--- src/sv/failure_burst_window_detector_unit_defines.svh ---
// Assertion macros shared by the failure burst window detector RTL.
`ifndef FAILURE_BURST_WINDOW_DETECTOR_UNIT_DEFINES_SVH
`define FAILURE_BURST_WINDOW_DETECTOR_UNIT_DEFINES_SVH

// Same-cycle implication, disabled while reset is asserted.
`define FBWD_ASSERT_NOW(label, clk, rst_n, ante, cons, msg) \
    label: assert property (@(posedge clk) disable iff (!rst_n) (ante) |-> (cons)) \
        else $error(msg);

// Next-cycle implication, disabled while reset is asserted.
`define FBWD_ASSERT_NEXT(label, clk, rst_n, ante, cons, msg) \
    label: assert property (@(posedge clk) disable iff (!rst_n) (ante) |=> (cons)) \
        else $error(msg);

`endif

--- src/sv/fbwd_pkg.sv ---
// Package: codes, reset values and shared types of the failure burst window detector.
package fbwd_pkg;

    localparam int LIMIT_W    = 16;
    localparam int RATE_W     = 12;
    localparam int WLEN_W     = 5;
    localparam int CFG_IDX_W  = 2;
    localparam int CFG_DATA_W = 16;
    localparam int MEAN_FLOOR = 10;

    localparam logic [1:0] MODE_STEP   = 2'd0;
    localparam logic [1:0] MODE_CHECK  = 2'd1;
    localparam logic [1:0] MODE_UPDATE = 2'd2;
    localparam logic [1:0] MODE_RESET  = 2'd3;

    localparam logic [1:0] CAUSE_NONE  = 2'd0;
    localparam logic [1:0] CAUSE_BELOW = 2'd1;
    localparam logic [1:0] CAUSE_ABS   = 2'd2;
    localparam logic [1:0] CAUSE_REL   = 2'd3;

    localparam logic [CFG_IDX_W-1:0] CFG_ABS_LIMIT = 2'd0;
    localparam logic [CFG_IDX_W-1:0] CFG_REL_RATE  = 2'd1;
    localparam logic [CFG_IDX_W-1:0] CFG_WIN_LEN   = 2'd2;

    localparam logic [LIMIT_W-1:0] ABS_LIMIT_RST = 16'd100;
    localparam logic [RATE_W-1:0]  REL_RATE_RST  = 12'd256;
    localparam logic [WLEN_W-1:0]  WIN_LEN_RST   = 5'd10;

    // Check flags handed from the window stage to the decision stage.
    typedef struct packed {
        logic [1:0] mode;
        logic       full;
        logic       abs_hit;
        logic       floor_ok;
    } t_chk_flags;

endpackage

--- src/sv/fbwd_cell.sv ---
// One cell of the count chain: holds one count and shifts toward the oldest end.
module fbwd_cell #(
    parameter int COUNT_BITS = 16
) (
    input  logic                  i_clk,
    input  logic                  i_shift,
    input  logic                  i_entry,
    input  logic [COUNT_BITS-1:0] i_new,
    input  logic [COUNT_BITS-1:0] i_prev,
    output logic [COUNT_BITS-1:0] o_q
);

    logic [COUNT_BITS-1:0] r_q;

    // The entry cell takes the new count, all others take their neighbor.
    always_ff @(posedge i_clk) begin
        if (i_shift) begin
            r_q <= i_entry ? i_new : i_prev;
        end
    end

    assign o_q = r_q;

endmodule

--- src/sv/fbwd_window.sv ---
// Window stage: cell chain, running sum, fill level and the check operand registers.
module fbwd_window #(
    parameter int WINDOW_MAX = 16,
    parameter int COUNT_BITS = 16
) (
    input  logic                                   i_clk,
    input  logic                                   i_rst_n,
    input  logic                                   i_push,
    input  logic                                   i_clear,
    input  logic [1:0]                             i_mode,
    input  logic [COUNT_BITS-1:0]                  i_count,
    input  logic [$clog2(WINDOW_MAX+1)-1:0]        i_len,
    input  logic [fbwd_pkg::LIMIT_W-1:0]           i_limit,
    input  logic [fbwd_pkg::RATE_W-1:0]            i_rate,
    output fbwd_pkg::t_chk_flags                   o_flags,
    output logic [COUNT_BITS+$clog2(WINDOW_MAX+1)-1:0] o_cl,
    output logic [COUNT_BITS+$clog2(WINDOW_MAX)-1:0]   o_sum,
    output logic [fbwd_pkg::RATE_W+COUNT_BITS+$clog2(WINDOW_MAX)-1:0] o_allowed,
    output logic [$clog2(WINDOW_MAX+1)-1:0]        o_fill
);

    localparam int LEN_W = $clog2(WINDOW_MAX + 1);
    localparam int IDX_W = $clog2(WINDOW_MAX);
    localparam int SUM_W = COUNT_BITS + $clog2(WINDOW_MAX);
    localparam int CL_W  = COUNT_BITS + LEN_W;
    localparam int AL_W  = fbwd_pkg::RATE_W + SUM_W;

    logic [COUNT_BITS-1:0] w_q [WINDOW_MAX];
    logic [LEN_W-1:0]      w_start_full;
    logic [IDX_W-1:0]      w_start;
    logic                  w_shift;
    logic [COUNT_BITS-1:0] w_oldest;

    logic [LEN_W-1:0]      r_fill, n_fill;
    logic [SUM_W-1:0]      r_sum, n_sum;

    fbwd_pkg::t_chk_flags  r_p_flags;
    logic [CL_W-1:0]       r_p_cl;
    logic [SUM_W-1:0]      r_p_sum;
    logic [AL_W-1:0]       r_p_allowed;
    logic [LEN_W-1:0]      r_p_fill;

    // New counts enter at cell WINDOW_MAX-len, so the oldest of a full window
    // always sits in the last cell.
    assign w_start_full = LEN_W'(WINDOW_MAX) - i_len;
    assign w_start      = w_start_full[IDX_W-1:0];
    assign w_shift      = i_push && (i_mode == fbwd_pkg::MODE_STEP);
    assign w_oldest     = w_q[WINDOW_MAX-1];

    for (genvar k = 0; k < WINDOW_MAX; k++) begin : g_cell
        if (k == 0) begin : g_head
            fbwd_cell #(.COUNT_BITS(COUNT_BITS)) u_cell (
                .i_clk   (i_clk),
                .i_shift (w_shift),
                .i_entry (w_start == IDX_W'(k)),
                .i_new   (i_count),
                .i_prev  (i_count),
                .o_q     (w_q[k])
            );
        end else begin : g_body
            fbwd_cell #(.COUNT_BITS(COUNT_BITS)) u_cell (
                .i_clk   (i_clk),
                .i_shift (w_shift),
                .i_entry (w_start == IDX_W'(k)),
                .i_new   (i_count),
                .i_prev  (w_q[k-1]),
                .o_q     (w_q[k])
            );
        end
    end

    always_comb begin
        n_fill = r_fill;
        n_sum  = r_sum;
        if (i_clear) begin
            n_fill = '0;
            n_sum  = '0;
        end else if (i_push) begin
            case (i_mode)
                fbwd_pkg::MODE_STEP: begin
                    if (r_fill == i_len) begin
                        n_sum = r_sum - SUM_W'(w_oldest) + SUM_W'(i_count);
                    end else begin
                        n_fill = r_fill + LEN_W'(1);
                        n_sum  = r_sum + SUM_W'(i_count);
                    end
                end
                fbwd_pkg::MODE_UPDATE, fbwd_pkg::MODE_RESET: begin
                    n_fill = '0;
                    n_sum  = '0;
                end
                default: begin
                    n_fill = r_fill;
                    n_sum  = r_sum;
                end
            endcase
        end
    end

    always_ff @(posedge i_clk) begin
        if (!i_rst_n) begin
            r_fill <= '0;
            r_sum  <= '0;
        end else begin
            r_fill <= n_fill;
            r_sum  <= n_sum;
        end
    end

    // Check operands come from the window as it stood before this word.
    always_ff @(posedge i_clk) begin
        if (i_push) begin
            r_p_flags.mode     <= i_mode;
            r_p_flags.full     <= (r_fill == i_len);
            r_p_flags.abs_hit  <= (32'(i_count) > 32'(i_limit));
            r_p_flags.floor_ok <= (r_sum >= SUM_W'(i_len) * SUM_W'(fbwd_pkg::MEAN_FLOOR));
            r_p_cl             <= CL_W'(i_count) * CL_W'(i_len);
            r_p_sum            <= r_sum;
            r_p_allowed        <= AL_W'(i_rate) * AL_W'(r_sum);
            r_p_fill           <= n_fill;
        end
    end

    assign o_flags   = r_p_flags;
    assign o_cl      = r_p_cl;
    assign o_sum     = r_p_sum;
    assign o_allowed = r_p_allowed;
    assign o_fill    = r_p_fill;

endmodule

--- src/sv/failure_burst_window_detector_unit.sv ---
// Each input word's operands are registered in the window stage, its result in the output register.
// Throughput: one word per cycle unless the output stalls, set by the running-sum and cell chain update.
// A stalled output register holds the decision stage; the input side stalls only when both are full.
// Reset (synchronous, active low) empties the window, clears both counters and the pipeline,
// and loads the registers with limit 100, rate 256 (1.0) and window length 10.
`include "failure_burst_window_detector_unit_defines.svh"

module failure_burst_window_detector_unit #(
    parameter int WINDOW_MAX = 16,
    parameter int COUNT_BITS = 16
) (
    input  logic                                i_clk,
    input  logic                                i_rst_n,
    input  logic                                s_axis_tvalid,
    output logic                                s_axis_tready,
    input  logic [15:0]                         s_axis_tdata,  // [15:0] failure_count
    input  logic [1:0]                          s_axis_tuser,  // [1:0] mode
    output logic                                m_axis_tvalid,
    input  logic                                m_axis_tready,
    output logic [71:0]                         m_axis_tdata,  // [31:0] hit_total,
                                                               // [63:32] miss_total,
                                                               // [68:64] window_fill
    output logic [2:0]                          m_axis_tuser,  // [0] triggered, [2:1] cause
    input  logic                                i_cfg_we,
    input  logic [fbwd_pkg::CFG_IDX_W-1:0]      i_cfg_idx,
    input  logic [fbwd_pkg::CFG_DATA_W-1:0]     i_cfg_wdata
);

    localparam int LEN_W = $clog2(WINDOW_MAX + 1);
    localparam int SUM_W = COUNT_BITS + $clog2(WINDOW_MAX);
    localparam int CL_W  = COUNT_BITS + LEN_W;
    localparam int AL_W  = fbwd_pkg::RATE_W + SUM_W;
    localparam int SH_W  = CL_W + 8;
    localparam int CMP_W = ((SH_W > AL_W) ? SH_W : AL_W) + 1;

    logic [fbwd_pkg::LIMIT_W-1:0] r_abs_limit;
    logic [fbwd_pkg::RATE_W-1:0]  r_rate;
    logic [fbwd_pkg::WLEN_W-1:0]  r_wlen;
    logic [LEN_W-1:0]             w_len;
    logic                         w_len_clear;

    logic                         w_in_acc;
    logic                         w_out_adv;
    logic [COUNT_BITS-1:0]        w_count;

    fbwd_pkg::t_chk_flags         w_p_flags;
    logic [CL_W-1:0]              w_p_cl;
    logic [SUM_W-1:0]             w_p_sum;
    logic [AL_W-1:0]              w_p_allowed;
    logic [LEN_W-1:0]             w_p_fill;

    logic [CL_W-1:0]              w_diff;
    logic                         w_rel_hit;
    logic [1:0]                   w_cause;
    logic [31:0]                  n_hit, n_miss;

    logic                         r_p_v;
    logic                         r_o_v;
    logic                         r_o_trig;
    logic [1:0]                   r_o_cause;
    logic [fbwd_pkg::WLEN_W-1:0]  r_o_fill;
    logic [31:0]                  r_hit, r_miss;

    logic                         w_o_fired;
    logic                         w_o_held;
    logic                         w_step_adv;

    // Register writes; a window length write also empties the window.
    always_ff @(posedge i_clk) begin
        if (!i_rst_n) begin
            r_abs_limit <= fbwd_pkg::ABS_LIMIT_RST;
            r_rate      <= fbwd_pkg::REL_RATE_RST;
            r_wlen      <= fbwd_pkg::WIN_LEN_RST;
        end else if (i_cfg_we) begin
            case (i_cfg_idx)
                fbwd_pkg::CFG_ABS_LIMIT: r_abs_limit <= i_cfg_wdata[fbwd_pkg::LIMIT_W-1:0];
                fbwd_pkg::CFG_REL_RATE:  r_rate      <= i_cfg_wdata[fbwd_pkg::RATE_W-1:0];
                fbwd_pkg::CFG_WIN_LEN:   r_wlen      <= i_cfg_wdata[fbwd_pkg::WLEN_W-1:0];
                default: ;
            endcase
        end
    end

    assign w_len_clear = i_cfg_we && (i_cfg_idx == fbwd_pkg::CFG_WIN_LEN);

    // Length in force: zero acts as one, anything past the chain acts as the chain.
    always_comb begin
        if (r_wlen == '0) begin
            w_len = LEN_W'(1);
        end else if (32'(r_wlen) > 32'(WINDOW_MAX)) begin
            w_len = LEN_W'(WINDOW_MAX);
        end else begin
            w_len = LEN_W'(r_wlen);
        end
    end

    assign w_out_adv     = !r_o_v || m_axis_tready;
    assign s_axis_tready = !r_p_v || w_out_adv;
    assign w_in_acc      = s_axis_tvalid && s_axis_tready;
    assign w_count       = COUNT_BITS'(s_axis_tdata);

    fbwd_window #(
        .WINDOW_MAX (WINDOW_MAX),
        .COUNT_BITS (COUNT_BITS)
    ) u_window (
        .i_clk     (i_clk),
        .i_rst_n   (i_rst_n),
        .i_push    (w_in_acc),
        .i_clear   (w_len_clear),
        .i_mode    (s_axis_tuser),
        .i_count   (w_count),
        .i_len     (w_len),
        .i_limit   (r_abs_limit),
        .i_rate    (r_rate),
        .o_flags   (w_p_flags),
        .o_cl      (w_p_cl),
        .o_sum     (w_p_sum),
        .o_allowed (w_p_allowed),
        .o_fill    (w_p_fill)
    );

    // Relative test: (count*len - sum)*256 > rate*sum, only if count*len > sum and sum >= 10*len.
    assign w_diff    = w_p_cl - CL_W'(w_p_sum);
    assign w_rel_hit = w_p_flags.floor_ok && (w_p_cl > CL_W'(w_p_sum))
                       && (CMP_W'({w_diff, 8'h00}) > CMP_W'(w_p_allowed));

    always_comb begin
        case (w_p_flags.mode)
            fbwd_pkg::MODE_CHECK: begin
                if (!w_p_flags.full) begin
                    w_cause = fbwd_pkg::CAUSE_NONE;
                end else if (w_p_flags.abs_hit) begin
                    w_cause = fbwd_pkg::CAUSE_ABS;
                end else if (w_rel_hit) begin
                    w_cause = fbwd_pkg::CAUSE_REL;
                end else begin
                    w_cause = fbwd_pkg::CAUSE_BELOW;
                end
            end
            default: w_cause = fbwd_pkg::CAUSE_NONE;
        endcase
    end

    always_comb begin
        n_hit  = r_hit;
        n_miss = r_miss;
        case (w_p_flags.mode)
            fbwd_pkg::MODE_CHECK: begin
                if (w_cause == fbwd_pkg::CAUSE_ABS || w_cause == fbwd_pkg::CAUSE_REL) begin
                    n_hit = (r_hit == '1) ? r_hit : r_hit + 32'd1;
                end else begin
                    n_miss = (r_miss == '1) ? r_miss : r_miss + 32'd1;
                end
            end
            fbwd_pkg::MODE_RESET: begin
                n_hit  = '0;
                n_miss = '0;
            end
            default: begin
                n_hit  = r_hit;
                n_miss = r_miss;
            end
        endcase
    end

    always_ff @(posedge i_clk) begin
        if (!i_rst_n) begin
            r_p_v  <= 1'b0;
            r_o_v  <= 1'b0;
            r_hit  <= '0;
            r_miss <= '0;
        end else begin
            if (s_axis_tready) begin
                r_p_v <= s_axis_tvalid;
            end
            if (w_out_adv) begin
                r_o_v <= r_p_v;
                if (r_p_v) begin
                    r_hit  <= n_hit;
                    r_miss <= n_miss;
                end
            end
        end
    end

    always_ff @(posedge i_clk) begin
        if (w_out_adv && r_p_v) begin
            r_o_trig  <= (w_cause == fbwd_pkg::CAUSE_ABS) || (w_cause == fbwd_pkg::CAUSE_REL);
            r_o_cause <= w_cause;
            r_o_fill  <= fbwd_pkg::WLEN_W'(w_p_fill);
        end
    end

    // Counters only move when a word enters the output register, so they match the held word.
    assign m_axis_tvalid = r_o_v;
    assign m_axis_tdata  = {3'b000, r_o_fill, r_miss, r_hit};
    assign m_axis_tuser  = {r_o_cause, r_o_trig};

    assign w_o_fired  = (r_o_cause == fbwd_pkg::CAUSE_ABS) || (r_o_cause == fbwd_pkg::CAUSE_REL);
    assign w_o_held   = r_o_v && !m_axis_tready;
    assign w_step_adv = w_out_adv && r_p_v && (w_p_flags.mode == fbwd_pkg::MODE_STEP);

    `FBWD_ASSERT_NOW(a_trig_cause, i_clk, i_rst_n, r_o_v, r_o_trig == w_o_fired, "trig vs cause")
    `FBWD_ASSERT_NOW(a_stall, i_clk, i_rst_n, !s_axis_tready, r_p_v && w_o_held, "early stall")
    `FBWD_ASSERT_NEXT(a_hold_ctr, i_clk, i_rst_n, w_o_held, $stable({r_hit, r_miss}), "ctr moved")
    `FBWD_ASSERT_NEXT(a_step, i_clk, i_rst_n, w_step_adv, $stable({r_hit, r_miss}), "step ctr")

endmodule

--- config.mk ---
export PLATFORM = sky130hd
export DESIGN_NAME = failure_burst_window_detector_unit
export DESIGN_NICKNAME = d
export VERILOG_FILES = /design/src/sv/fbwd_pkg.sv /design/src/sv/fbwd_cell.sv /design/src/sv/fbwd_window.sv /design/src/sv/failure_burst_window_detector_unit.sv
export VERILOG_INCLUDE_DIRS = /design/src /design/src/sv
export SDC_FILE = /design/constraint.sdc
export NUM_CORES = 2
export LEC_CHECK = 0
export ABC_AREA = 1
export BUFFER_PORTS_ARGS = -buffer_cell sky130_fd_sc_hd__buf_2
export CAP_MARGIN = 20
export CELL_PAD_IN_SITES_DETAIL_PLACEMENT = 1
export CELL_PAD_IN_SITES_GLOBAL_PLACEMENT = 2
export CORE_MARGIN = 5
export CORE_UTILIZATION = 40
export CTS_BUF_LIST = sky130_fd_sc_hd__clkbuf_4
export CTS_CLUSTER_SIZE = 14
export DETAILED_ROUTE_END_ITERATION = 8
export GPL_ROUTABILITY_DRIVEN = 0
export PLACE_DENSITY = 0.92
export SETUP_SLACK_MARGIN = 0.4
export SLEW_MARGIN = 20
export SYNTH_ARGS = -nofsm -noshare
export SYNTH_HDL_FRONTEND = slang
export SYNTH_SLANG_ARGS = --single-unit
--- constraint.sdc ---
create_clock -name i_clk -period 12.7 [get_ports i_clk]
set_input_delay 1.905 -clock i_clk [delete_from_list [all_inputs] [get_ports i_clk]]
set_output_delay 1.905 -clock i_clk [all_outputs]
set_load 0.03 [all_outputs]
==> results.md <==
- The share of final-layout standard cells stronger than drive strength 1 is 0.0926.
- In this run the power density over the cells is 111 nW/um^2.
- The die outline width is 305 um.
- The worst setup path is launched from a register.
- After synthesis, the cell types taking the most area are sky130_fd_sc_hd__edfxtp_1 (30%), sky130_fd_sc_hd__fa_1 (14%), sky130_fd_sc_hd__nand2_1 (12%).
- On the critical path the largest part of the delay comes from adder cells.
- Detailed routing inserted a total of 28800 vias.
- Setup violations remaining at the end of the flow were counted as 0.
- The area added between synthesis and finish is 9.32%.
- The routing usage on met2 is 0.391.
- The global-route wire length before repair is 172000 um.
- Entering global routing, the biggest net connects 166 pins.
- The primary flip-flop cell chosen by synthesis mapping is sky130_fd_sc_hd__edfxtp_1.
- CTS saw 471 sinks.
- The total number of yosys warnings is 0.
- Among the stages of the critical path, the cell type that occurs most often is sky130_fd_sc_hd__fa_1.
- The number of antenna violations at the first check in global routing is 4.
- The largest single stage delay on the critical path is 1.03 ns.
- Using the TritonRoute via totals, the vias-per-cell ratio works out to 5.24.
- For this design the static power due to leakage is 17.5 nW.
- The number of pins with negative max-slew slack in the final report is 0.
- The global router's overall resource usage is 0.234.
- The leftover overflow at the end of global routing is 0.
- In the global route stage, met3 resource usage came out at 0.0514.
- The number of ports placed on the die boundary is 118.
- Clock-pin slew was measured on the worst setup and hold paths at 0.06 ns.
- The number of nets in the finished design is 4736.
- The post-synthesis async set-or-reset flop share is 0.
- The detailed-routing iteration count for the pre-antenna-repair pass is 5.
- The average wire length per cell after detail routing is 19.7 um.
- Together, buffers and inverters on the worst path number 4.
- After clock tree synthesis, the repair step resized 0 gates.
- The number of levels the H-tree was split into is 4.
- At the later pin of the worst-skew pair, clock insertion delay measures 1.05 ns.
- STA classifies the critical path endpoint as a register.
- The arrival time of the worst setup path is 6.69 ns.
- Yosys mapped a number of flops with a built-in enable equal to 347.
- The buffer cell driving the clock tree root is sky130_fd_sc_hd__clkbuf_4.
- Buffers added to address setup during post-CTS repair amount to 0.
- Setup repair after global routing left no endpoint under its margin.
- Of all nets on the critical path, the largest fanout is 21.
- The final hold violation count is 0.
- The DRC violation total after the first TritonRoute iteration is 1797.
- The tool flagged a number of max-cap violations equal to 0.
- The core area is 86500 um^2.
- The count of cell types in the netlist is 56.
- Row generation in the floorplan step produced 108 rows.
- In this run the tightest slew margin relative to its limit is 0.261.
- The hold buffer count at CTS is 0.
- The commonest non-fill, non-tap cell in the layout is sky130_fd_sc_hd__nand2_1.
- Synthesis inferred 471 register bits.
- The half-perimeter wire length after placement is 79200 um.
- The total power after layout is 4.20 mW.
- The run finished with clean final reports.
- The TritonCTS clock tree is yes.
- The shortest clock period the worst path allows after layout is 6.00 ns.
- Of the synthesized area, sequential elements account for 0.372.
- The area share of the largest cell type after synthesis is 0.300.
- The worst hold path belongs to the class register to register.
- The CTS buffer count is 134.
- The clock tree buffer depth is 3.
- The die covers 92800 um^2.
- The cell count after synthesis came out at 4114.
- In this run the cell area of the synthesized design comes to 34700 um^2.
- Timing would allow up to 167 MHz.
- In the layout the commonest cells are sky130_fd_sc_hd__nand2_1 (1083), sky130_fd_sc_hd__inv_1 (610), sky130_fd_sc_hd__edfxtp_1 (347), sky130_fd_sc_hd__o21ai_0 (314), sky130_fd_sc_hd__nor2_1 (253).
- The initial standard-cell utilization of the core is 0.401.
- At the worst endpoint, the required time is 13.39 ns.
- The worst setup skew after layout is 0.0979 ns.
- The worst-case vdd ir drop is 82.4 uV.
- The number of I/O port buffers is 114.
- The critical path's slowest cell is sky130_fd_sc_hd__dfxtp_1.
- Summed over all instances, the cell type with the most area after synthesis is sky130_fd_sc_hd__edfxtp_1.
- The signal on the critical path passes through nand2_1 > fa_1 > fa_1 > inv_1 > fa_1 > inv_1 > fa_1 > inv_1 > fa_1 > ha_1 > nand2_1 > inv_1 > a21oi_1 > nand2_1 > a21oi_1 > o21ai_1 > a21oi_1 > xnor2_1.
- The total length of routed wires is 108000 um.
- The die is 305 um tall.
- Of the available clock period, the critical path in the final layout requires 0.472.
- The met1 global-route usage is 0.298.
- A synthesized cell averages 8.44 um^2.
- The number of nets with antenna violations after routing is 0.
- Adding up every negative setup slack in the final design gives 0 ns.
- The layer flagged by global routing as most heavily used is met2.
- The number of global-route vias before repair is 31400.
- The critical path is of the register to register type.
- The transition time of the tightest slew-check pin is 1.11 ns.
- The final routed DRC violation total is 0.
[kinds of logic after synthesis]
| family | share of synthesized area |
|---|---|
| DFF | 0.372 |
| AOI/OAI and AO/OA | 0.0959 |
| other | 0.000216 |
| xor gates and xnor gates | 0.0333 |
| buffers and inverters | 0.0894 |
| adders and majority gates | 0.216 |
| and+or+nand+nor | 0.194 |
[power breakdown]
group / internal, mW / total (mW) / leakage (nW) / switching [mW]
Combinational: 0.331 / 1.04 / 12.3 / 0.704
Sequential: 1.74 / 1.78 / 4.27 / 0.0465
Clock: 0.670 / 1.38 / 0.947 / 0.708
[cells in the mapped netlist (6+ instances only)]
master                     number
sky130_fd_sc_hd__buf_6          9
sky130_fd_sc_hd__ha_1         213
sky130_fd_sc_hd__nand2_1     1086
sky130_fd_sc_hd__clkbuf_1     116
sky130_fd_sc_hd__a21o_1        14
sky130_fd_sc_hd__o21ai_0      314
sky130_fd_sc_hd__edfxtp_1     347
sky130_fd_sc_hd__buf_2         31
sky130_fd_sc_hd__dfxtp_1      124
sky130_fd_sc_hd__a31oi_1        9
sky130_fd_sc_hd__nand3_1      140
sky130_fd_sc_hd__o211ai_1      14
sky130_fd_sc_hd__nor2_1       255
sky130_fd_sc_hd__nor2_2         6
sky130_fd_sc_hd__fa_1         241
sky130_fd_sc_hd__nor4_1        21
sky130_fd_sc_hd__xor2_1        82
sky130_fd_sc_hd__nand4_1       47
sky130_fd_sc_hd__inv_2         11
sky130_fd_sc_hd__nor3_1        57
sky130_fd_sc_hd__o21bai_1      10
sky130_fd_sc_hd__a21oi_1      229
sky130_fd_sc_hd__inv_1        612
sky130_fd_sc_hd__xnor2_1       50
[routing by layer]
| metal | vias to the layer above | wire length (um) |
|---|---|---|
| met4 | 0 | 3730 |
| met2 | 763 | 51000 |
| met3 | 201 | 6970 |
| li1 | 13600 | - |
| met5 | - | 0 |
| met1 | 14300 | 46300 |
[per-stage QoR]
| step | instance area, um^2 | util | hold slack, ns | worst slack (ns) | instances |
|---|---|---|---|---|---|
| floorplan | 34700 | - | 0.400 | 2.24 | 4116 |
| global placement | 36300 | 0.420 | 0.402 | 6.66 | 5260 |
| detailed placement | 36300 | 0.420 | 0.406 | 6.53 | 5260 |
| CTS | 37900 | 0.438 | 0.421 | 6.67 | 5486 |
| global route | 37900 | 0.439 | 0.423 | 6.31 | 5493 |
| finish | 37900 | 0.439 | 0.420 | 6.70 | 5495 |
[registers in the layout (all words and copies together), names as in the netlist, 20 cells and up]
name	cells
u_window.g_cell.g_body.u_cell.o_q	240
r_hit	32
r_miss	32
u_window.o_allowed	32
u_window.o_cl	21
u_window.o_sum	20
u_window.r_sum	20
[area by class of cell]
| cell class | instances | area, um^2 |
|---|---|---|
| fillers | 10500 | 48500 |
| multi-input cells | 2852 | 18700 |
| flip-flops and latches | 471 | 12900 |
| inverters | 627 | 2360 |
| well taps | 1155 | 1450 |
| clock buffers | 181 | 1360 |
| repair buffers | 155 | 891 |
| clock inverters | 45 | 233 |
| diodes | 9 | 22.5 |
[worst paths after layout]
check | startpoint | endpoint | slack (ns) | cells past startpoint
max | r_rate[4] | u_window.o_allowed[20] | 6.70 | 18
min | u_window.o_fill[4] | r_o_fill[4] | 0.42 | 0
max reg2reg | r_rate[4] | u_window.o_allowed[20] | 6.70 | 18
min reg2reg | u_window.o_fill[4] | r_o_fill[4] | 0.42 | 0
Note: power is estimated with default switching activity, not from simulation.
